**config.mk**
```make
export PLATFORM = sky130hd
export DESIGN_NAME = ugl_cmd_fifo
export DESIGN_NICKNAME = d
export VERILOG_FILES = /design/src/ugl_pkg.sv /design/src/ugl_cmd_fifo.sv
export SDC_FILE = /design/constraint.sdc
export NUM_CORES = 1
export LEC_CHECK = 0
export BUFFER_PORTS_ARGS = -buffer_cell sky130_fd_sc_hd__buf_2
export CORE_AREA = 8 8 137 234
export CTS_CLUSTER_SIZE = 14
export DETAILED_ROUTE_END_ITERATION = 10
export DIE_AREA = 0 0 145 242
export PLACE_DENSITY = 0.73
export SYNTH_ARGS = -nofsm -noshare
export SYNTH_HDL_FRONTEND = slang
export SYNTH_SLANG_ARGS = --single-unit
```
**constraint.sdc**
```tcl
create_clock -name clk -period 3.35 [get_ports clk]
set_input_delay 0.335 -clock clk [delete_from_list [all_inputs] [get_ports clk]]
set_output_delay 0.335 -clock clk [all_outputs]
set_load 0.01 [all_outputs]
```
**src/ugl_pkg.sv**
```systemverilog
`timescale 1ns / 1ps
// Shared types and constants of the UTF-8 glyph layout block.
// No dependencies; every other file but ugl_ram takes names from here by scope.
package ugl_pkg;

	localparam int GLYPH_SLOTS = 256;
	localparam int SLOT_W      = $clog2(GLYPH_SLOTS);
	localparam int CNT_W       = 9;
	localparam int CODE_W      = 16;
	localparam int WID_W       = 5;
	localparam int RAM_W       = CODE_W + WID_W;
	localparam int QUEUE_DEPTH = 4;
	localparam int QPTR_W      = $clog2(QUEUE_DEPTH);

	// input opcodes
	localparam logic [1:0] OP_LOAD  = 2'd0;
	localparam logic [1:0] OP_START = 2'd1;
	localparam logic [1:0] OP_TEXT  = 2'd2;

	// command kinds between front and back
	localparam logic [1:0] CMD_LOAD   = 2'd0;
	localparam logic [1:0] CMD_START  = 2'd1;
	localparam logic [1:0] CMD_LOOKUP = 2'd2;

	localparam logic [15:0] CODE_QMARK = 16'h003F;
	localparam logic signed [15:0] PEN_MAX = 16'sh7FFF;

	typedef struct packed {
		logic [1:0]         kind;
		logic [SLOT_W-1:0]  slot;
		logic [CODE_W-1:0]  code;
		logic [WID_W-1:0]   width;
		logic signed [15:0] x;
		logic signed [15:0] y;
		logic [31:0]        color;
	} cmd_t;

	typedef struct packed {
		logic [7:0]         glyph_index;
		logic [7:0]         tex_u;
		logic [7:0]         tex_v;
		logic signed [15:0] screen_x;
		logic signed [15:0] screen_y;
		logic [31:0]        sprite_color;
	} res_t;

endpackage

```
**src/ugl_cmd_fifo.sv**
```systemverilog
`timescale 1ns / 1ps
// Short command queue between the decode front and the search back.
// Depends on ugl_pkg (cmd_t, queue depth).
module ugl_cmd_fifo (
	input  logic          clk,
	input  logic          arst_n,
	input  logic          wr_en,
	input  ugl_pkg::cmd_t wr_cmd,
	output logic          full,
	input  logic          rd_en,
	output ugl_pkg::cmd_t rd_cmd,
	output logic          empty
);

	ugl_pkg::cmd_t                 slots_q [ugl_pkg::QUEUE_DEPTH];
	logic [ugl_pkg::QPTR_W-1:0]    wptr_q;
	logic [ugl_pkg::QPTR_W-1:0]    rptr_q;
	logic [ugl_pkg::QPTR_W:0]      count_q;
	logic                          do_wr;
	logic                          do_rd;

	assign full   = (count_q == (ugl_pkg::QPTR_W+1)'(ugl_pkg::QUEUE_DEPTH));
	assign empty  = (count_q == '0);
	assign do_wr  = wr_en && !full;
	assign do_rd  = rd_en && !empty;
	assign rd_cmd = slots_q[rptr_q];

	always_ff @(posedge clk) begin
		if (do_wr) begin
			slots_q[wptr_q] <= wr_cmd;
		end
	end

	always_ff @(posedge clk or negedge arst_n) begin
		if (!arst_n) begin
			wptr_q  <= '0;
			rptr_q  <= '0;
			count_q <= '0;
		end else begin
			if (do_wr) begin
				wptr_q <= wptr_q + 1'b1;
			end
			if (do_rd) begin
				rptr_q <= rptr_q + 1'b1;
			end
			if (do_wr && !do_rd) begin
				count_q <= count_q + 1'b1;
			end else if (do_rd && !do_wr) begin
				count_q <= count_q - 1'b1;
			end
		end
	end

endmodule

```
==> results of run 1 <==
## final cells by class
cell class                 instances  share of cell area, %
sequential                       387                   69.5
multi-input combinational        119                   14.2
timing repair buffer             209                   6.95
clock buffer                      44                   5.71
tap                              382                   2.87
clock inverter                    10                  0.578
antenna                            7                  0.105
inverter                           4                 0.0900
## flip-flops by register name (all words and copies together), names as in the netlist
name,cells
slots_q,380
wptr_q,2
count_q,3
rptr_q,2
## logic make-up after synthesis
kind of cell / Yosys count / synth area share, %
flops: 387 / 82.0
mux: 97 / 15.3
buf+inv: 27 / 1.24
simple gates: 10 / 0.443
xor+xnor: 6 / 0.372
fa+ha+maj: 6 / 0.585
## through the flow
| step | power (mW) | setup slack, ns |
|---|---|---|
| 6_report | 14.8 | 0.596 |
| 5_1_grt | 15.5 | 0.450 |
| 4_1_cts | 15.1 | 0.523 |
| 3_5_place_dp | 11.3 | 0.918 |
| 3_3_place_gp | 11.2 | 1.11 |
| 2_1_floorplan | 9.56 | 0.905 |
## placed cells by master, fill, tap and decap left out
cell                              n
sky130_fd_sc_hd__or3_1            1
sky130_fd_sc_hd__and2_4           4
sky130_fd_sc_hd__nand2_1          1
sky130_fd_sc_hd__clkinv_1         3
sky130_fd_sc_hd__nor2_1           1
sky130_fd_sc_hd__buf_4            7
sky130_fd_sc_hd__edfxtp_1       380
sky130_fd_sc_hd__diode_2          7
sky130_fd_sc_hd__bufinv_16        2
sky130_fd_sc_hd__nor3b_2          1
sky130_fd_sc_hd__fa_1             1
sky130_fd_sc_hd__xor2_1           2
sky130_fd_sc_hd__dfrtp_4          2
sky130_fd_sc_hd__inv_1            4
sky130_fd_sc_hd__buf_2          195
sky130_fd_sc_hd__nand3_1          1
sky130_fd_sc_hd__mux2_2           1
sky130_fd_sc_hd__mux4_2          95
sky130_fd_sc_hd__dlygate4sd3_1    1
sky130_fd_sc_hd__clkinv_2         5
sky130_fd_sc_hd__dfrtp_1          5
sky130_fd_sc_hd__clkbuf_16       37
sky130_fd_sc_hd__buf_12           6
sky130_fd_sc_hd__nor2b_1          1
sky130_fd_sc_hd__ha_1             5
sky130_fd_sc_hd__clkbuf_1         7
sky130_fd_sc_hd__mux2_1           1
sky130_fd_sc_hd__xnor2_1          4
## path summary, 6_finish.rpt
| kind | startpoint | depth (start not counted) | endpoint |
|---|---|---|---|
| setup / recovery | rptr_q[0]$_DFFE_PN0P_ | 3 | rd_cmd[24] |
| hold / removal | wr_cmd[35] | 1 | slots_q[0][35]$_DFFE_PP_ |
| setup reg to reg | count_q[2]$_DFFE_PN0P_ | 4 | slots_q[1][21]$_DFFE_PP_ |
| hold reg to reg | count_q[2]$_DFFE_PN0P_ | 1 | count_q[2]$_DFFE_PN0P_ |
| max in group asynchronous | arst_n | 2 | rptr_q[1]$_DFFE_PN0P_ |
| min in group asynchronous | arst_n | 2 | wptr_q[0]$_DFFE_PN0P_ |
## power breakdown
group / switching, mW / internal (mW) / leakage [nW]
combinational: 2.31 / 1.98 / 1.59
clock: 1.59 / 2.15 / 0.517
sequential: 0.390 / 6.40 / 3.56
total: 4.28 / 10.5 / 5.67
## critical path: stages, from the launching register on
cell and delay, ns:
sky130_fd_sc_hd__dfrtp_4 0.65, sky130_fd_sc_hd__buf_12 0.38, sky130_fd_sc_hd__mux4_2 0.61, sky130_fd_sc_hd__buf_2 0.17
## timing repair
item	4_1_cts	5_1_grt
setup endpoints to repair	0	0
hold buffers	1	0
hold endpoints to repair	7	0
## per-layer routing
metal | vias to the layer above | global-route usage (%) | part of all wire (%)
met5 | - | 0 | 0.093
met4 | 4 | 9.14 | 4.6
met3 | 60 | 4.11 | 6.1
met2 | 226 | 29.0 | 54
met1 | 3335 | 18.0 | 36
li1 | 2737 | - | -
==> metrics list, run 1 <==
* Transition time of the tightest slew-check pin: 0.571 ns
- Most area-consuming cells after synthesis: sky130_fd_sc_hd__edfxtp_1, sky130_fd_sc_hd__mux4_2, sky130_fd_sc_hd__dfrtp_1
- Unique masters post-synth: 23
* Synth area leader: sky130_fd_sc_hd__edfxtp_1
* Number of filler cells placed in the layout: 2076
* Part of the Yosys area used for sequential elements: 82.0%
* CTS Buf Count: 35
- In the final timing run, aggregate negative setup slack is 0 ns.
* Tot GR Track Use: 16.5%
- Number of synthesis warnings: 0
- In the routed design, unresolved DRC markers number 0.
- Number of levels in the clock H-tree: 2
- GP Congestion: 0.739
- Final hold violations: 0
- Once the clock tree was built, the setup fixing pass inserted 0 buffers.
* Longest Clk Path Bufs: 3
* Via count of the routed design: 6362
* Critical-path maximum fanout: 54
* Kind of critical path: register to primary output
* Register-to-register setup slack: 0.93 ns
- Minimum clock period: 2.75 ns
- Net count after synthesis: 638
- From bottom edge to top edge, the die measures 242 um.
* Routed vias/inst: 5.48
- Number of antenna violations at the first check in global routing: 9
- Most repeated cell in the gate-level netlist after synthesis: sky130_fd_sc_hd__edfxtp_1
- Maximum ir drop on the vdd rail: 0.467 mV
- Top-Level Pins: 196
* Worst hold path class: input port to register
* Master cell of the clock root buffer: sky130_fd_sc_hd__clkbuf_16
- The initial utilization of the core area, before any placement, comes to 48.7%.
* Crit path arrival time: 2.42 ns
* Reported max-cap violation count: 0
- The first routing iteration left 452 violations.
- Detailed-placement wirelength estimate: 19100 um
* Static leakage: 5.67 nW
- With fillers left out, the area of the finished cells amounts to 0.0167 mm^2.
- Core footprint: 0.0290 mm^2
* Total routed wirelength: 29100 um
- Slew Viols, Final: 0
- Setup violations remaining at the end of the flow were counted as 0.
- From synthesis to final layout, the design area changed by 18.1%.
* Clock Sink Count: 387
- Counting flops with an async set or reset pin after synthesis yields a share of 1.81%.
- Total congestion overflow: 0
- Post-DR wirelength/cell: 25.1 um
- A synthesized cell averages 26.5 um^2.
- Non-filler instance count after layout: 1162
- Among all flip-flop cells after synthesis, the most frequent one is sky130_fd_sc_hd__edfxtp_1.
* Share of the core filled with cells in the final layout: 57.6%
- Setup repair after global routing left no endpoint under its margin.
- Hold timing on the final database bottoms out at a slack of 0.0361 ns.
- The later pin in the worst-skew pair is clocked with a latency of 0.51 ns.
- Maximum number of pins on one net before global-route repair: 55
* Yosys top cell area share: 80.8%
* Number of nets with antenna violations after detailed routing: 0
* First-pass GRT wire length: 43900 um
- The flow ran to the end, and the final reports show no timing, DRC or antenna violations.
- Relative slew margins: 61.8%
- Clock skew on the completed layout was measured at 0.0174 ns.
- Sequential cell area in the final layout: 0.0116 mm^2
- Counting every instance in the synthesized netlist gives 533.
- The commonest cells after synthesis are sky130_fd_sc_hd__edfxtp_1, sky130_fd_sc_hd__mux4_2, sky130_fd_sc_hd__buf_2, sky130_fd_sc_hd__dfrtp_1, sky130_fd_sc_hd__ha_1.
* Maximum clock frequency: 0.363 GHz
- Vias in the first global route: 7092
* Total Nets Final: 861
- Once the clock tree was built, the resizer swapped 0 gates to a different size.
- Port Buffers: 195
* Pwr dens: 888 mW/mm^2
- In this run the cell area of the synthesized design comes to 0.0141 mm^2.
- Std cell rows: 83
* Horizontal die dimension: 145 um
- Post-route fraction of the period consumed by the critical path: 82.2%
* Launching element type of the critical path: register
* Count of TritonRoute iterations in the first routing pass: 4
- Cell Area, Placed: 0.0156 mm^2
- The multi-input combinational cells in the finished layout cover a total of 0.00237 mm^2.
- Number of placed cells counting well taps: 1100
- Clock transition at the registers of the reported paths: 0.06 ns
- The die covers 0.0351 mm^2.
- After synthesis the netlist holds a flip-flop and latch count of 387.
- TritonCTS built the clock tree.
- Cells with a size suffix above 1 make up 45.9% of the layout.
* Data required time of the worst path: 3.01 ns
* Critical Path Sink Type: primary output
- Number of synthesized flops with an enable pin: 380
No activity file was read; power rests on OpenSTA's default activity.
==> run 2, diff against run 1 <==
- ABC_AREA: not set -> 1
- CORE_AREA: 8 8 137 234 -> 8 8 144 247
- DIE_AREA: 0 0 145 242 -> 0 0 152 255
- PLACE_DENSITY: 0.73 -> 0.72
- clock period: 3.35 -> 2.4 ns (I/O delays scaled with it)
==> run 2 against run 1 <==
Against the previous run:
- first-iteration DRC count shrank 1.1%
- area after synthesis rose by 12%
- critical path depth grew 3
- sequential share of layout area down 9.0 points
- design area is 15% higher
- total power up 50%
- die area rose by 10%
- critical path type unchanged
- largest cell class unchanged
==> metrics list, run 2 <==
* Category of cells accounting for the largest share of critical-path delay: buffers and inverters (was flip-flops)
* Port Buffers: 195 (unchanged)
* Remaining routing DRC violations: 0 (unchanged)
- The synthesized instance count came to 1170 (was 533).
- The area share of the largest cell type after synthesis is 71.9% (was 80.8%).
- The max-slew headroom at the worst pin is 66.5% (was 61.8%).
- The path category of the worst min-delay check is input port to asynchronous set/reset pin (was input port to register).
- The final-stage net count came to 1570 (was 861).
- The pin slew with the least headroom to its limit is 0.503 ns (was 0.571 ns).
- The post-route antenna net violation count was 0 (unchanged).
* Worst path bufs/invs: 3 (was 2)
- The number of maximum-capacitance violations was 0 (unchanged).
- Total power: 22.3 mW (was 14.8 mW)
- Routed vias/inst: 5.12 (was 5.48)
- Register-to-register setup slack: 0.51 ns (was 0.93 ns)
- Data required time of the worst path: 2.16 ns (was 3.01 ns)
- The residual overflow from global routing came to 0 (unchanged).
* Count of TritonRoute iterations in the first routing pass: 5 (was 4)
* Met3 Resource Use GR: 2.76% (was 4.11%)
- The critical path data arrival time is 2.03 ns (was 2.42 ns).
* Detailed Route Iter0 Violations: 447 (was 452)
* Longest Clk Path Bufs: 3 (unchanged)
- The clock root buffer is sky130_fd_sc_hd__clkbuf_16 (unchanged).
- Detailed-placement wirelength estimate: 20000 um (was 19100 um)
- Internal Dissipation: 14.4 mW (was 10.5 mW)
* Number of levels in the clock H-tree: 2 (unchanged)
- Post-DR wirelength/cell: 17.8 um (was 25.1 um)
- Total Die Area: 0.0388 mm^2 (was 0.0351 mm^2)
- Final hold violations: 0 (unchanged)
- Clock Skews: 0.0203 ns (was 0.0174 ns)
- Part of the Yosys area used for sequential elements: 73.0% (was 82.0%)
- The combinational power share was 36.6% (was 28.9%).
* Maximum ir drop on the vdd rail: 1.11 mV (was 0.467 mV)
- Minimum clock period: 2.27 ns
- Unique masters post-synth: 20 (was 23)
- The via count of the first global-routing pass was 9815 (was 7092).
- Critical-path maximum fanout: 20 (was 54)
- The final count of negative-setup-slack endpoints came to 0 (unchanged).
- The most used flip-flop cell after synthesis is sky130_fd_sc_hd__edfxtp_1 (unchanged).
* Crit-path most repeated cell: sky130_fd_sc_hd__nand2_1
- Unrepaired setup endpoints after global routing: false (unchanged)
- Global Route met1 Usage: 17.3% (was 18.0%)
* Top-Level Pins: 196 (unchanged)
* Insertion delay of the later-clocked pin in the worst-skew pair: 0.52 ns (was 0.51 ns)
- Number of filler cells placed in the layout: 2400 (was 2076)
- Static leakage: 7.76 nW (was 5.67 nW)
- Clock network fraction of design power: 22.0% (was 25.2%)
- GP Congestion: 0.709 (was 0.739)
- The placeable core area is 0.0321 mm^2 (was 0.0290 mm^2).
- Horizontal die dimension: 152 um (was 145 um)
- The critical path class is register to primary output (unchanged).
* Number of synthesized flops with an enable pin: 380 (unchanged)
* Proportion of synthesized flip-flops having asynchronous set or reset: 1.81% (unchanged)
* Slew Viols, Final: 0 (unchanged)
- Most repeated cell in the gate-level netlist after synthesis: sky130_fd_sc_hd__edfxtp_1 (unchanged)
* Synth area leader: sky130_fd_sc_hd__edfxtp_1 (unchanged)
- Based on the critical path, the design can be clocked at up to 0.440 GHz.
- Tot GR Track Use: 16.9% (was 16.5%)
- Largest registers in the final layout: slots_q (380), count_q (3) (unchanged).
* Net count after synthesis: 1275 (was 638)
- Post-route fraction of the period consumed by the critical path: 94.6%
- Cell with the biggest individual delay on the critical path: sky130_fd_sc_hd__dfrtp_2 (was sky130_fd_sc_hd__dfrtp_4)
- Pwr dens: 1160 mW/mm^2 (was 888 mW/mm^2)
- Number of antenna violations at the first check in global routing: 1 (was 9)
* CTS Buf Count: 35 (unchanged)
* Largest stage delay on the critical path: 0.50 ns (was 0.65 ns)
* Ordered cell list for the critical path: bufinv_16 -> buf_4 -> nand2_1 -> o211ai_1 -> nand2_1 -> buf_2 (was buf_12 -> mux4_2 -> buf_2)
* Top cell types by occurrence after synthesis: sky130_fd_sc_hd__edfxtp_1, sky130_fd_sc_hd__nand2_1, sky130_fd_sc_hd__inv_1, sky130_fd_sc_hd__o211ai_1, sky130_fd_sc_hd__buf_6 (was sky130_fd_sc_hd__edfxtp_1, sky130_fd_sc_hd__mux4_2, sky130_fd_sc_hd__buf_2, sky130_fd_sc_hd__dfrtp_1, sky130_fd_sc_hd__ha_1)
- The clock slew seen by the registers of the worst setup and hold paths is 0.07 ns (was 0.06 ns).
- The maximum number of pins on one net before global-route repair was 66 (was 55).
* Final worst-path setup slack: 0.129 ns (was 0.596 ns)
* Sequential group share of total power: 41.4% (was 45.9%)
- CTS tree: done (unchanged)
- Max FFs per register: 380 (unchanged)
* Fraction of layout instances using a drive strength above 1: 20.6% (was 45.9%)
- The routed wire length is 33400 um (was 29100 um).
- Initial standard-cell utilization of the core: 49.4% (was 48.7%)
* Most area-consuming cells after synthesis: sky130_fd_sc_hd__edfxtp_1, sky130_fd_sc_hd__o211ai_1, sky130_fd_sc_hd__nand2_1 (was sky130_fd_sc_hd__edfxtp_1, sky130_fd_sc_hd__mux4_2, sky130_fd_sc_hd__dfrtp_1)
- Result of the run: finished clean (unchanged).
- The worst hold slack is 0.112 ns (was 0.0361 ns).
- The average footprint of a synthesized cell came to 13.6 um^2 (was 26.5 um^2).
- The area growth from synthesis to final layout is 20.7% (was 18.1%).
- The critical path startpoint category is a register (unchanged).
- Place WS: 0.518 ns (was 0.918 ns)
- The floorplan die height came to 255 um (was 242 um).
- The utilization after layout is 59.6% (was 57.6%).
- The register name with the most flops is slots_q (unchanged).
* Global route hottest layer: met2 (unchanged)
- Number of synthesis warnings: 0 (unchanged)
- Clock Sink Count: 387 (unchanged)
- The kind of end point of the critical path is a primary output (unchanged).
- The reported net switching power is 7.89 mW (was 4.28 mW).
- The number of flip-flops and latches in the synthesized netlist came to 387 (unchanged).
- Via count of the routed design: 9646 (was 6362)
- The met2 track demand over resource in global routing is 33.0% (was 29.0%).
* Combined area of all synthesized cells: 0.0159 mm^2 (was 0.0141 mm^2)
- Highest-count cells in the layout ignoring fill and taps: sky130_fd_sc_hd__edfxtp_1, sky130_fd_sc_hd__nand2_1, sky130_fd_sc_hd__inv_1, sky130_fd_sc_hd__buf_2, sky130_fd_sc_hd__o211ai_1 (was sky130_fd_sc_hd__edfxtp_1, sky130_fd_sc_hd__buf_2, sky130_fd_sc_hd__mux4_2, sky130_fd_sc_hd__clkbuf_16)
* Std cell rows: 87 (was 83)
* Net switching fraction of the power: 35.4% (was 28.9%)
- The most frequent standard cell in the layout excluding fill and tap cells is sky130_fd_sc_hd__edfxtp_1 (unchanged).
- The global-route wire length before repair was 51200 um (was 43900 um).
==> run 2: cell types whose count changed after synthesis, moves of 33 or more <==
cell,delta
sky130_fd_sc_hd__buf_6,+43
sky130_fd_sc_hd__o211ai_2,+33
sky130_fd_sc_hd__o211ai_1,+157
sky130_fd_sc_hd__nand2_1,+302
sky130_fd_sc_hd__mux4_2,-95
sky130_fd_sc_hd__inv_1,+201
==> run 2: power groups by stage <==
stage          Clock [mW]  Sequential (mW)  Combinational (mW)
6_report             4.90             9.23                8.16
3_5_place_dp            0             9.35                8.05
2_1_floorplan           0             9.30                5.54
5_1_grt              5.27             9.33                9.02
4_1_cts              5.02             9.21                8.21
3_3_place_gp            0             9.30                7.88
==> run 2: cell type report <==
class                           count  area (um^2)  share of cell area (%)
Tap cell                          400          500                    2.61
Clock buffer                       46          917                    4.79
Timing Repair inverter              2         17.5                  0.0915
Multi-Input combinational cell    513         2920                    15.3
Inverter                          207          806                    4.21
Antenna cell                        1         2.50                  0.0131
Clock inverter                      8         45.0                   0.235
Sequential cell                   387        11600                    60.5
Timing Repair Buffer              319         2350                    12.3
==> run 2: path summary, 6_finish.rpt <==
path | start | end | cells after the start
worst max-delay path | rptr_q[0]$_DFFE_PN0P_ | rd_cmd[10] | 6
worst min-delay path | arst_n | wptr_q[1]$_DFFE_PN0P_ | 2
worst max register to register | count_q[0]$_DFFE_PN0P_ | count_q[1]$_DFFE_PN0P_ | 9
worst min register to register | count_q[2]$_DFFE_PN0P_ | count_q[2]$_DFFE_PN0P_ | 2
max in group asynchronous | arst_n | rptr_q[1]$_DFFE_PN0P_ | 2
min in group clk | wr_cmd[77] | slots_q[0][77]$_DFFE_PP_ | 2
==> run 2: logic make-up after synthesis <==
logic type | after synthesis | share of synthesized area [%]
compound gates | 191 | 10.1
xor+xnor | 1 | 0.0552
fa+ha+maj | 6 | 0.520
buf+inv | 270 | 8.82
flops | 387 | 73.0
simple gates | 315 | 7.52
==> run 2: per-layer routing <==
layer,vias up,share of wire [%]
met5,-,0
met1,4692,37
met3,61,4.0
met2,237,56
met4,0,3.2
li1,4656,-
==> run 2: repair_timing <==
action | CTS | global route
resized for setup | 0 | 5
hold endpoints to repair | 391 | 0
setup endpoints to repair | 0 | 58
buffers inserted | 0 | 0
hold buffers | 98 | 0
==> run 2: through the flow <==
step / setup TNS, ns / cells / cell area [um^2]
finish: 0 / 1883 / 19200
global route: 0 / 1883 / 19200
CTS: 0 / 1880 / 19100
detailed placement: 0 / 1728 / 17200
global placement: 0 / 1728 / 17200
floorplan: -39.97 / 1170 / 15900
==> run 2: worst register-to-register path, stage by stage (launching register included) <==
cell                      delay [ns]
sky130_fd_sc_hd__dfrtp_1        0.43
sky130_fd_sc_hd__inv_1          0.10
sky130_fd_sc_hd__nand3_2        0.13
sky130_fd_sc_hd__nand2_4        0.18
sky130_fd_sc_hd__inv_1          0.07
sky130_fd_sc_hd__ha_1           0.21
sky130_fd_sc_hd__inv_1          0.09
sky130_fd_sc_hd__fa_1           0.41
sky130_fd_sc_hd__nand2_1        0.07
sky130_fd_sc_hd__o21ai_0        0.08
