$ cat src/ugl_pkg.sv
`timescale 1ns / 1ps
// Shared types and constants of the UTF-8 glyph layout block.
// No dependencies; every other file but ugl_ram takes names from here by scope.
package ugl_pkg;

	localparam int GLYPH_SLOTS = 256;
	localparam int SLOT_W      = $clog2(GLYPH_SLOTS);
	localparam int CNT_W       = 9;
	localparam int CODE_W      = 16;
	localparam int WID_W       = 5;
	localparam int RAM_W       = CODE_W + WID_W;
	localparam int QUEUE_DEPTH = 4;
	localparam int QPTR_W      = $clog2(QUEUE_DEPTH);

	// input opcodes
	localparam logic [1:0] OP_LOAD  = 2'd0;
	localparam logic [1:0] OP_START = 2'd1;
	localparam logic [1:0] OP_TEXT  = 2'd2;

	// command kinds between front and back
	localparam logic [1:0] CMD_LOAD   = 2'd0;
	localparam logic [1:0] CMD_START  = 2'd1;
	localparam logic [1:0] CMD_LOOKUP = 2'd2;

	localparam logic [15:0] CODE_QMARK = 16'h003F;
	localparam logic signed [15:0] PEN_MAX = 16'sh7FFF;

	typedef struct packed {
		logic [1:0]         kind;
		logic [SLOT_W-1:0]  slot;
		logic [CODE_W-1:0]  code;
		logic [WID_W-1:0]   width;
		logic signed [15:0] x;
		logic signed [15:0] y;
		logic [31:0]        color;
	} cmd_t;

	typedef struct packed {
		logic [7:0]         glyph_index;
		logic [7:0]         tex_u;
		logic [7:0]         tex_v;
		logic signed [15:0] screen_x;
		logic signed [15:0] screen_y;
		logic [31:0]        sprite_color;
	} res_t;

endpackage

$ cat src/ugl_front.sv
`timescale 1ns / 1ps
// Front end: accepts input transactions, decodes UTF-8 and classifies them
// into load, start and lookup commands. Depends on ugl_pkg.
module ugl_front (
	input  logic                clk,
	input  logic                arst_n,
	input  logic                push,
	input  logic [1:0]          opcode,
	input  logic [7:0]          text_byte,
	input  logic [7:0]          entry_slot,
	input  logic [15:0]         entry_code,
	input  logic [4:0]          entry_width,
	input  logic signed [15:0]  start_x,
	input  logic signed [15:0]  start_y,
	input  logic [31:0]         text_color,
	input  logic                q_full,
	output logic                cmd_push,
	output ugl_pkg::cmd_t       cmd
);

	logic [15:0] partial_q;
	logic [1:0]  left_q;
	logic [15:0] partial_d;
	logic [1:0]  left_d;
	logic        accept;
	logic        emit;
	logic [15:0] code;
	logic [15:0] shifted;

	assign accept  = push && !q_full;
	assign shifted = {partial_q[9:0], text_byte[5:0]};

	always_comb begin
		partial_d = partial_q;
		left_d    = left_q;
		emit      = 1'b0;
		code      = '0;
		case (opcode)
			ugl_pkg::OP_LOAD: begin
				emit = ({1'b0, entry_slot} < 9'(ugl_pkg::GLYPH_SLOTS));
			end
			ugl_pkg::OP_START: begin
				emit      = 1'b1;
				partial_d = '0;
				left_d    = '0;
			end
			ugl_pkg::OP_TEXT: begin
				if (left_q != 2'd0) begin
					partial_d = shifted;
					left_d    = left_q - 2'd1;
					emit      = (left_q == 2'd1);
					code      = shifted;
				end else if (text_byte < 8'h80) begin
					emit = 1'b1;
					code = {8'h00, text_byte};
				end else if (text_byte < 8'hE0) begin
					partial_d = {11'd0, text_byte[4:0]};
					left_d    = 2'd1;
				end else if (text_byte < 8'hF0) begin
					partial_d = {12'd0, text_byte[3:0]};
					left_d    = 2'd2;
				end else begin
					emit = 1'b1;
					code = ugl_pkg::CODE_QMARK;
				end
			end
			default: begin
				emit = 1'b0;
			end
		endcase
	end

	always_comb begin
		cmd       = '0;
		cmd.slot  = entry_slot[ugl_pkg::SLOT_W-1:0];
		cmd.code  = (opcode == ugl_pkg::OP_LOAD) ? entry_code : code;
		cmd.width = entry_width;
		cmd.x     = start_x;
		cmd.y     = start_y;
		cmd.color = text_color;
		case (opcode)
			ugl_pkg::OP_LOAD:  cmd.kind = ugl_pkg::CMD_LOAD;
			ugl_pkg::OP_START: cmd.kind = ugl_pkg::CMD_START;
			default:           cmd.kind = ugl_pkg::CMD_LOOKUP;
		endcase
	end

	assign cmd_push = accept && emit;

	always_ff @(posedge clk or negedge arst_n) begin
		if (!arst_n) begin
			partial_q <= '0;
			left_q    <= '0;
		end else if (accept) begin
			partial_q <= partial_d;
			left_q    <= left_d;
		end
	end

endmodule

$ cat config.mk
export PLATFORM = sky130hd
export DESIGN_NAME = ugl_front
export DESIGN_NICKNAME = d
export VERILOG_FILES = /design/src/ugl_pkg.sv /design/src/ugl_front.sv
export SDC_FILE = /design/constraint.sdc
export NUM_CORES = 1
export LEC_CHECK = 0
export BUFFER_PORTS_ARGS = -buffer_cell sky130_fd_sc_hd__buf_2
export CORE_AREA = 2 2 79 81
export CTS_CLUSTER_SIZE = 16
export DETAILED_ROUTE_END_ITERATION = 7
export DIE_AREA = 0 0 81 83
export PLACE_DENSITY = 0.76
export SYNTH_ARGS = -nofsm -noshare
export SYNTH_HDL_FRONTEND = slang
export SYNTH_SLANG_ARGS = --single-unit
$ cat constraint.sdc
create_clock -name clk -period 4.5 [get_ports clk]
set_clock_uncertainty 0.2 [all_clocks]
set_input_delay 0.45 -clock clk [delete_from_list [all_inputs] [get_ports clk]]
set_output_delay 0.45 -clock clk [all_outputs]
set_load 0.01 [all_outputs]
==> results.cfg, run 1 <==
[outcome]
status = complete, no violations

[floorplanning]
die_w_um = 81
floorplan.initialDensity = 0.2771
core_region_area_mm2 = 0.005816
floorplan.die.height_um = 83
floorplan.rows = 28
fp.dieArea_mm2 = 0.006723
floorplan.io_pins = 203

[grt]
grt_start_max_net_pins = 25
number_of_global_route_vias_before_repair = 1213
grt_use_total = 0.1086
overflow = 0
antenna_found_initial = 0
wire_length_of_the_first_global_routing_pass_um = 5809

[placed_design]
post_dp_cell_area_mm2 = 0.001333
routabilityCongestion = 0.7462
buffer_ports.inserted = 48
post-dp-hpwl_um = 2698

[clock_network]
worstSkewPairLatency_ps = 240
cts-resized-gates = 0
clock_tree.buffer_depth = 2
cts_tree = done
cts.hold.buffers_added = 1
postCtsSetupRepairBufs = 0
cts_made_buffers = 3
clkSlewWorstSetupHoldPaths_ps = 50
cts_htree_levels = 1
cts_sinks = 12
clock_tree.root_cell = sky130_fd_sc_hd__clkbuf_8

[cells_and_area]
multiInputGateArea_um2 = 664.4
num_antenna_cells = 0
design_area_mm2 = 0.001398
post_route_cells_drive_above_1_share = 0.3609
num-fill-cells = 653
layout.nets = 281
area.growth.synth_to_final_pct = -13.28
seqCellArea_um2 = 300.3

[synth]
syn_inst = 200
synth.largest_area_cell = sky130_fd_sc_hd__buf_4
xor_and_xnor_area_share_after_synthesis = 0
post_synth_mux_area_share = 0.006211
synth_top_cells_by_area = sky130_fd_sc_hd__buf_4, sky130_fd_sc_hd__dfrtp_1, sky130_fd_sc_hd__a22o_1, sky130_fd_sc_hd__nand2_1, sky130_fd_sc_hd__o211ai_1
yosys-top-cells-count = sky130_fd_sc_hd__buf_4, sky130_fd_sc_hd__nand2_1, sky130_fd_sc_hd__dfrtp_1, sky130_fd_sc_hd__a22o_1, sky130_fd_sc_hd__nand3_1
postSynthAreaPerCell_um2 = 8.058
main_combinational_cell_family_by_area_after_synthesis = buffers and inverters
synth.top_cell.area_share = 0.3587
synth_compound_gate_area_share = 0.2174
synth.cell_area_mm2 = 0.001612
post_synth_and_or_nand_nor_area_fraction = 0.1576
post_synthesis_register_bit_count = 12
yosys.area_share.adder = 0.03106
synthesis.yosys.warnings = 0
netlist-cell-type-count = 38
synth.net_count = 311
postSynth.asyncResetShare = 1.000
post-synth-top-count-cell = sky130_fd_sc_hd__buf_4
synth_sequential_area_ratio = 0.1863
ys.flop_type = sky130_fd_sc_hd__dfrtp_1
synth-edff-count = 0

[sta]
post-route-period-util = 0.6135
finalSetupViolCount = 0
layout_min_cycle_time_ps = 2761
rsz0062_at_grt = false
hold_violations = 0
timing_max_transition_violations_final = 0
timing.setup.tns_ps = 0
worst_max_slew_pin_slew_ps = 843.0
max_clock_freq_ghz = 0.3622
slew-limit-headroom = 0.4380

[route]
total_wirelength_um = 3594
detail-route-antenna-nets = 0
detail_route.drc_violations = 0
drt_first_iter_violations = 142
route.detailed.vias_per_inst = 4.984
wl_per_cell_um = 14.73
dr.pass1.iters = 6
detailroute.via_count = 1216

[setup_path]
timing.critical_path.arrival_ps = 2110
path_common_cell = sky130_fd_sc_hd__buf_2
slowest_stage = sky130_fd_sc_hd__ha_1
cpPeakStageDelay_ps = 490
critical_path.startpoint_type = primary input
worstPathCellList = buf_2 -> inv_1 -> ha_1 -> nand2b_1 -> nor2_2 -> a22o_1 -> buf_2
timing_worst_setup_path_type = in2out
path_delay_family = simple AND/OR/NAND/NOR gates
worstSetupEndpointType = output port
worst-path-buf-inv = 3
worst-path-max-fanout = 24
worst_ep_required_time_ps = 3850

[power]
power_per_cell_area_mw_per_mm2 = 291.3
irDropWorstVdd_v = 0.00009299
p_leak_uw = 0.0006495

[worst_hold_path]
worstHoldPathType = in2reg

[run]
cap_violations = 0
state kept, by name, summed over array words and instances (netlist names):
register,count
left_q,2
partial_q,10
final timing paths:
path	from	end	cells past startpoint	slack, ps
max	opcode[0]	cmd[80]	7	1740
min	text_byte[4]	left_q[1]$_DFFE_PN0P_	2	260
max reg2reg	left_q[0]$_DFFE_PN0P_	partial_q[2]$_DFFE_PN0P_	3	2580
min reg2reg	partial_q[0]$_DFFE_PN0P_	partial_q[0]$_DFFE_PN0P_	2	330
max in group asynchronous	arst_n	partial_q[8]$_DFFE_PN0P_	2	3450
min in group asynchronous	arst_n	partial_q[9]$_DFFE_PN0P_	2	430
metrics by stage:
stage	setup WS, ps	hold slack (ps)	cells	util	total power (uW)
floorplan	2510	-45.59	200	-	312.3
global placement	1780	140.8	239	0.2291	287.5
detailed placement	1730	144.5	239	0.2291	292.7
CTS	1710	247.8	244	0.2403	413.3
global route	1560	250.1	244	0.2403	443.1
finish	1739	257.1	244	0.2403	407.2
power by group:
group	internal (uW)	switching [uW]	leakage (uW)
sequential	137	30.9	0.000160
combinational	55.2	66.3	0.000461
clock	77.4	40.2	0.0000288
total	270	137	0.000649
routing by layer:
layer / vias up / wire length (um) / track usage
met2: 46 / 1733 / 0.1728
met4: 0 / 119 / 0.06163
li1: 568 / - / -
met3: 28 / 356 / 0.04239
met5: - / 0 / 0
met1: 574 / 1384 / 0.1213
cell type report:
class                      instances  area share
sequential                        12      0.2149
clock buffer                       4     0.03939
tap                               75     0.06714
timing repair buffer              50      0.1844
multi-input combinational         96      0.4754
inverter                           7     0.01880
worst reg2reg max path, stage by stage (launching register included):
cell                       delay (ps)
sky130_fd_sc_hd__dfrtp_1          470
sky130_fd_sc_hd__nor2_1           670
sky130_fd_sc_hd__o21a_1           320
sky130_fd_sc_hd__o211ai_1         120
kinds of logic (layout without fill, tap and decap cells):
group	Yosys count	after routing
multiplexers	1	1
buffers and inverters	92	61
flip-flops	12	12
adder cells (fa/ha/maj)	4	4
AO/OA/AOI/OAI	43	43
AND/OR/NAND/NOR	48	48
cells in the final DEF (no fill, tap or decap), types with 3 or more instances in the layout:
master                      count
sky130_fd_sc_hd__buf_2         48
sky130_fd_sc_hd__nand2_1       18
sky130_fd_sc_hd__dfrtp_1       12
sky130_fd_sc_hd__a22o_1         9
sky130_fd_sc_hd__nand3_1        9
sky130_fd_sc_hd__o211ai_1       8
sky130_fd_sc_hd__nor2_1         7
sky130_fd_sc_hd__inv_1          6
sky130_fd_sc_hd__o31ai_1        6
sky130_fd_sc_hd__o2111ai_1      6
sky130_fd_sc_hd__ha_1           4
sky130_fd_sc_hd__clkbuf_8       4
sky130_fd_sc_hd__nand3b_1       3
(Power assumes the default switching activity.)
==> inputs of run 2 (changes only) <==
--- a/config.mk
+++ b/config.mk
@@ -10,7 +10,7 @@
 export CTS_CLUSTER_SIZE = 16
 export DETAILED_ROUTE_END_ITERATION = 7
 export DIE_AREA = 0 0 81 83
-export PLACE_DENSITY = 0.76
+export PLACE_DENSITY = 0.78
 export SYNTH_ARGS = -nofsm -noshare
 export SYNTH_HDL_FRONTEND = slang
 export SYNTH_SLANG_ARGS = --single-unit
==> constraint.sdc (replaced) <==
create_clock -name clk -period 2.3 [get_ports clk]
set_clock_uncertainty 0.2 [all_clocks]
set_input_delay 0.23 -clock clk [delete_from_list [all_inputs] [get_ports clk]]
set_output_delay 0.23 -clock clk [all_outputs]
set_load 0.01 [all_outputs]
==> run 2 against run 1 <==
  * Clock power rose by 100%
  * Sequential share of layout area is 0.34 points lower
  * Cell count grew 1.2%
  * Register-to-register slack lost 1900 ps
  * Sequential power grew 95%
  * Critical path depth is 3 lower
  * Non-clock buffer count grew 3
  * Worst setup slack worse by 1600 ps
  * Power is 100% higher
  * Final area grew 1.6%
  * First-iteration DRC count up 15%
  * Critical path type is now reg2out
==> results.cfg, run 2 (same netlist as run 1, synthesis figures left out) <==
[clock_network]
postCtsSetupRepairBufs = 0
cts_tree = done
cts_htree_levels = 1
clock_tree.root_cell = sky130_fd_sc_hd__clkbuf_8
clkSlewWorstSetupHoldPaths_ps = 60
worstSkewPairLatency_ps = 250
clock_tree.buffer_depth = 2
cts_sinks = 12
cts_made_buffers = 3

[route]
detailroute.via_count = 1228
drt_first_iter_violations = 163
dr.pass1.iters = 4
detail_route.drc_violations = 0
wl_per_cell_um = 14.79
total_wirelength_um = 3653
route.detailed.vias_per_inst = 4.972
detail-route-antenna-nets = 0

[placed_design]
buffer_ports.inserted = 48
post-dp-hpwl_um = 2765
routabilityCongestion = 0.8385
preCtsSetupSlack_ps = 295.5

[grt]
wire_length_of_the_first_global_routing_pass_um = 5526
grt_start_max_net_pins = 24
number_of_global_route_vias_before_repair = 1149
overflow = 0
grt_use_total = 0.1055
antenna_found_initial = 0

[cells_and_area]
layout.cells.most_common = sky130_fd_sc_hd__buf_2
register_containing_the_most_flip_flops_in_the_final_layout = partial_q
layout.nets = 284
num_antenna_cells = 0
area.growth.synth_to_final_pct = -11.88
largest_registers = partial_q x10, left_q x2
layout.cells.most_common_list = sky130_fd_sc_hd__buf_2, sky130_fd_sc_hd__nand2_1, sky130_fd_sc_hd__dfrtp_1, sky130_fd_sc_hd__a22o_1, sky130_fd_sc_hd__nand3_1
post_route_cells_drive_above_1_share = 0.3721
largest_register_ffs = 10

[sta]
slew-limit-headroom = 0.6735
worst_max_slew_pin_slew_ps = 489.7
post-route-period-util = 0.9250
post-route-worst-setup-slack_ps = 172.5
hold_violations = 0
timing_max_transition_violations_final = 0
finalSetupViolCount = 0
timing.setup.tns_ps = 0
rsz0062_at_grt = false
layout_min_cycle_time_ps = 2128
max_clock_freq_ghz = 0.4700

[setup_path]
critical_path.startpoint_type = flip-flop
worst_ep_required_time_ps = 1870
worst-path-max-fanout = 9
timing.critical_path.arrival_ps = 1700
worstSetupEndpointType = output port
slowest_stage = sky130_fd_sc_hd__dfrtp_1
worst-path-buf-inv = 1
timing_worst_setup_path_type = reg2out
worstPathCellList = or3b_4 -> o21ai_2 -> o31ai_1 -> buf_2
cpPeakStageDelay_ps = 480
path_delay_family = flip-flops

[worst_hold_path]
worstHoldPathType = in2reg

[power]
p_int_uw = 532.9
power_per_cell_area_mw_per_mm2 = 572.1
netSwitchingFraction = 0.3440
share_clk_of_total_power = 0.295
switching_power_uw = 279.4
power.sequential.fraction = 0.403
p_comb_frac = 0.302
p_leak_uw = 0.0006643
irDropWorstVdd_v = 0.0001727

[outcome]
status = complete, no violations

[floorplanning]
die_w_um = 81
core_region_area_mm2 = 0.005816
floorplan.initialDensity = 0.2771
fp.dieArea_mm2 = 0.006723
floorplan.rows = 28
floorplan.die.height_um = 83
floorplan.io_pins = 203

[run]
cap_violations = 0
==> run 2: changes by cell type in the layout (fill, tap and decap cells not counted), sizes merged <==
cell	previous run	this run
buf	49	52
==> run 2: what timing repair did <==
| item | 4_1_cts | 5_1_grt |
|---|---|---|
| endpoints found under the setup margin | 0 | 0 |
| endpoints found under the hold margin | 12 | 0 |
| hold buffers | 1 | 0 |
| resized for setup | 0 | 0 |
==> run 2: power groups by stage <==
stage          clock (uW)  sequential (uW)  combinational, uW
2_1_floorplan           0              305                306
3_3_place_gp            0              329                237
3_5_place_dp            0              332                244
4_1_cts               245              328                247
5_1_grt               257              337                274
6_report              240              328                245
==> run 2: worst reg2reg max path, cell delays in order, from the launching register on <==
cell and delay [ps]:
sky130_fd_sc_hd__dfrtp_1 480, sky130_fd_sc_hd__nor2_1 220, sky130_fd_sc_hd__buf_4 230, sky130_fd_sc_hd__o21a_1 240, sky130_fd_sc_hd__o211ai_1 120
==> run 2: stage by stage <==
step	hold slack, ps	total power (uW)	instances	utilization	area (um2)
after floorplan	-265.6	611.0	200	-	1612
after detailed placement	-76.21	576.1	242	0.2330	1355
final	15.44	812.4	247	0.2442	1420
after global placement	-76.59	566.8	242	0.2330	1355
after CTS	16.36	820.1	247	0.2442	1420
after global routing	37.74	868.2	247	0.2442	1420
==> run 2: cell type report <==
| cell class | count | area, um2 |
|---|---|---|
| fillers | 639 | 4395 |
| inverters | 7 | 26.28 |
| multi-input cells | 96 | 664.4 |
| well taps | 75 | 93.84 |
| repair buffers | 53 | 280.3 |
| flip-flops and latches | 12 | 300.3 |
| clock buffers | 4 | 55.05 |
==> run 2: path summary, 6_finish.rpt <==
kind                                           from                  endpoint  slack, ps  cells past startpoint
min in group asynchronous                    arst_n     left_q[0]$_DFFE_PN0P_        190                      2
setup reg to reg              left_q[0]$_DFFE_PN0P_  partial_q[2]$_DFFE_PN0P_        680                      4
setup / recovery              left_q[0]$_DFFE_PN0P_                   cmd[74]        170                      4
hold reg to reg            partial_q[0]$_DFFE_PN0P_  partial_q[0]$_DFFE_PN0P_        310                      2
hold / removal                         text_byte[4]     left_q[1]$_DFFE_PN0P_         20                      2
max in group asynchronous                    arst_n  partial_q[8]$_DFFE_PN0P_       1490                      2
==> run 2: per-layer routing <==
layer,up-vias,global-route usage,share of wire
met5,-,0,0
met4,0,0.07088,0.039
met3,30,0.04022,0.10
met2,74,0.1608,0.47
met1,557,0.1198,0.39
li1,567,-,-
==> inputs of run 3 (changes only) <==
--- a/config.mk
+++ b/config.mk
@@ -11,6 +11,7 @@
 export DETAILED_ROUTE_END_ITERATION = 7
 export DIE_AREA = 0 0 81 83
 export PLACE_DENSITY = 0.78
+export SETUP_SLACK_MARGIN = 0.4
 export SYNTH_ARGS = -nofsm -noshare
 export SYNTH_HDL_FRONTEND = slang
 export SYNTH_SLANG_ARGS = --single-unit
==> run 3 against run 2 <==
  * Non-clock buffer count grew 5
  * Flip-flop and latch count unchanged
  * Global-route usage increased by 0.38 points
  * Register-to-register slack got worse by 40 ps
  * First-iteration DRC count is 1.2% lower
  * Power is 3.2% higher
  * Sequential power about the same
  * Hold slack better by 28 ps
==> results.cfg, run 3 (same netlist as run 1, synthesis figures left out) <==
[floorplanning]
fp.dieArea_mm2 = 0.006723
core_region_area_mm2 = 0.005816
floorplan.rows = 28
floorplan.io_pins = 203
die_w_um = 81
floorplan.die.height_um = 83
floorplan.initialDensity = 0.2771

[route]
wl_per_cell_um = 15.23
total_wirelength_um = 3838
detail-route-antenna-nets = 0
detail_route.drc_violations = 0
drt_first_iter_violations = 161
route.detailed.vias_per_inst = 5.179
detailroute.via_count = 1305
dr.pass1.iters = 4

[grt]
grt_start_max_net_pins = 24
overflow = 0
number_of_global_route_vias_before_repair = 1203
wire_length_of_the_first_global_routing_pass_um = 5740
grt_use_total = 0.1092
antenna_found_initial = 0

[cells_and_area]
layout.nets = 289
layout.cells.non_filler = 252
num_antenna_cells = 0
layout.cells.most_common = sky130_fd_sc_hd__buf_2
largest_register_ffs = 10
num-fill-cells = 632
area.growth.synth_to_final_pct = -6.987
seqCellArea_um2 = 302.8
multiInputGateArea_um2 = 695.7
layout.cells.most_common_list = sky130_fd_sc_hd__buf_2, sky130_fd_sc_hd__nand2_1, sky130_fd_sc_hd__dfrtp_1, sky130_fd_sc_hd__a22o_1, sky130_fd_sc_hd__nand3_1
post_route_cells_drive_above_1_share = 0.4181
largest_registers = partial_q x10, left_q x2
register_containing_the_most_flip_flops_in_the_final_layout = partial_q
final_core_utilization = 0.2577

[run]
cap_violations = 0

[setup_path]
timing.critical_path.depth = 4
worst_ep_required_time_ps = 1870
worstSetupEndpointType = output port
critical_path.startpoint_type = flip-flop
path_delay_family = flip-flops
worstSetupStartpoint = left_q[1]$_DFFE_PN0P_
worstPathCellList = or3b_4 -> o21ai_4 -> o31ai_1 -> buf_2
worst-path-max-fanout = 5
slowest_stage = sky130_fd_sc_hd__dfrtp_2
timing.critical_path.arrival_ps = 1610
worst-path-buf-inv = 1
setup.reg_to_reg.worst_slack_ps = 640
timing.critical_path.to = cmd[70]
cpPeakStageDelay_ps = 450
cell_count_of_the_worst_reg_to_reg_path = 4
timing_worst_setup_path_type = reg2out
worst_r2r_startpoint = left_q[1]$_DFFE_PN0P_
worst_r2r_endpoint = partial_q[4]$_DFFE_PN0P_

[sta]
post-route-period-util = 0.8856
layout_min_cycle_time_ps = 2037
rsz0062_at_grt = true
finalSetupViolCount = 0
timing_max_transition_violations_final = 0
timing.setup.tns_ps = 0
hold_violations = 0
max_clock_freq_ghz = 0.4909
worst_max_slew_pin_slew_ps = 486.2
slew-limit-headroom = 0.6758

[placed_design]
placed_cells_incl_taps = 242
buffer_ports.inserted = 48
post-dp-hpwl_um = 2765
routabilityCongestion = 0.8385

[power]
irDropWorstVdd_v = 0.0001737
p_leak_uw = 0.0006929
power_per_cell_area_mw_per_mm2 = 559.4

[outcome]
status = complete, no violations

[clock_network]
worstSkewPairLatency_ps = 250
clock_tree.buffer_depth = 2
clkSlewWorstSetupHoldPaths_ps = 60
clock_tree.root_cell = sky130_fd_sc_hd__clkbuf_8
cts_made_buffers = 3
cts_htree_levels = 1
cts_sinks = 12
cts_tree = done

[worst_hold_path]
worstHoldPathType = in2reg
run 3: cell types whose count changed in the layout (fill, tap and decap cells not counted), sizes merged:
cell  change
buf       +5
run 3: cell type report:
class,instances,share of cell area
clock buffers,4,0.03673
inverters,7,0.01753
multi-input cells,96,0.4641
flip-flops and latches,12,0.2020
well taps,75,0.06260
repair buffers,58,0.2170
run 3: power by group:
group          internal [uW]  total, uW  leakage, uW  switching [uW]
logic                    127        270     0.000508             142
registers                269        327     0.000157            57.9
clock network            152        242    0.0000288            90.0
run 3: per-layer routing:
metal,up-vias,track usage,routed length (um)
li1,578,-,-
met5,-,0,0
met2,88,0.1705,1847
met1,609,0.1205,1435
met3,30,0.04130,415
met4,0,0.07396,140
run 3: what timing repair did:
item | CTS | global route
endpoints found under the setup margin | 14 | 14
pin swaps | 3 | 4
gates resized for setup | 4 | 6
hold endpoints to repair | 12 | 0
hold buffers | 1 | 0
buffers inserted | 4 | 1
run 3: metrics by stage:
| step | worst slack (ps) | hold WS [ps] | total power (uW) | area (um2) |
|---|---|---|---|---|
| after global placement | 353.7 | -76.59 | 566.8 | 1355 |
| after CTS | 293.7 | 12.71 | 830.8 | 1463 |
| after global routing | 217.3 | 53.84 | 892.8 | 1499 |
| final | 263.1 | 43.84 | 838.5 | 1499 |
| after detailed placement | 295.5 | -76.21 | 576.1 | 1355 |
| after floorplan | 638.7 | -265.6 | 611.0 | 1612 |
run 3: worst min-delay path by stage:
stage,from,endpoint,slack (ps),depth (start not counted)
finish,text_byte[4],left_q[1]$_DFFE_PN0P_,40,2
global route,text_byte[4],left_q[1]$_DFFE_PN0P_,50,2
CTS,text_byte[4],left_q[1]$_DFFE_PN0P_,10,2
detailed placement,arst_n,partial_q[9]$_DFFE_PN0P_,-80,1
global placement,arst_n,partial_q[9]$_DFFE_PN0P_,-80,1
floorplan,arst_n,left_q[0]$_DFFE_PN0P_,-270,0
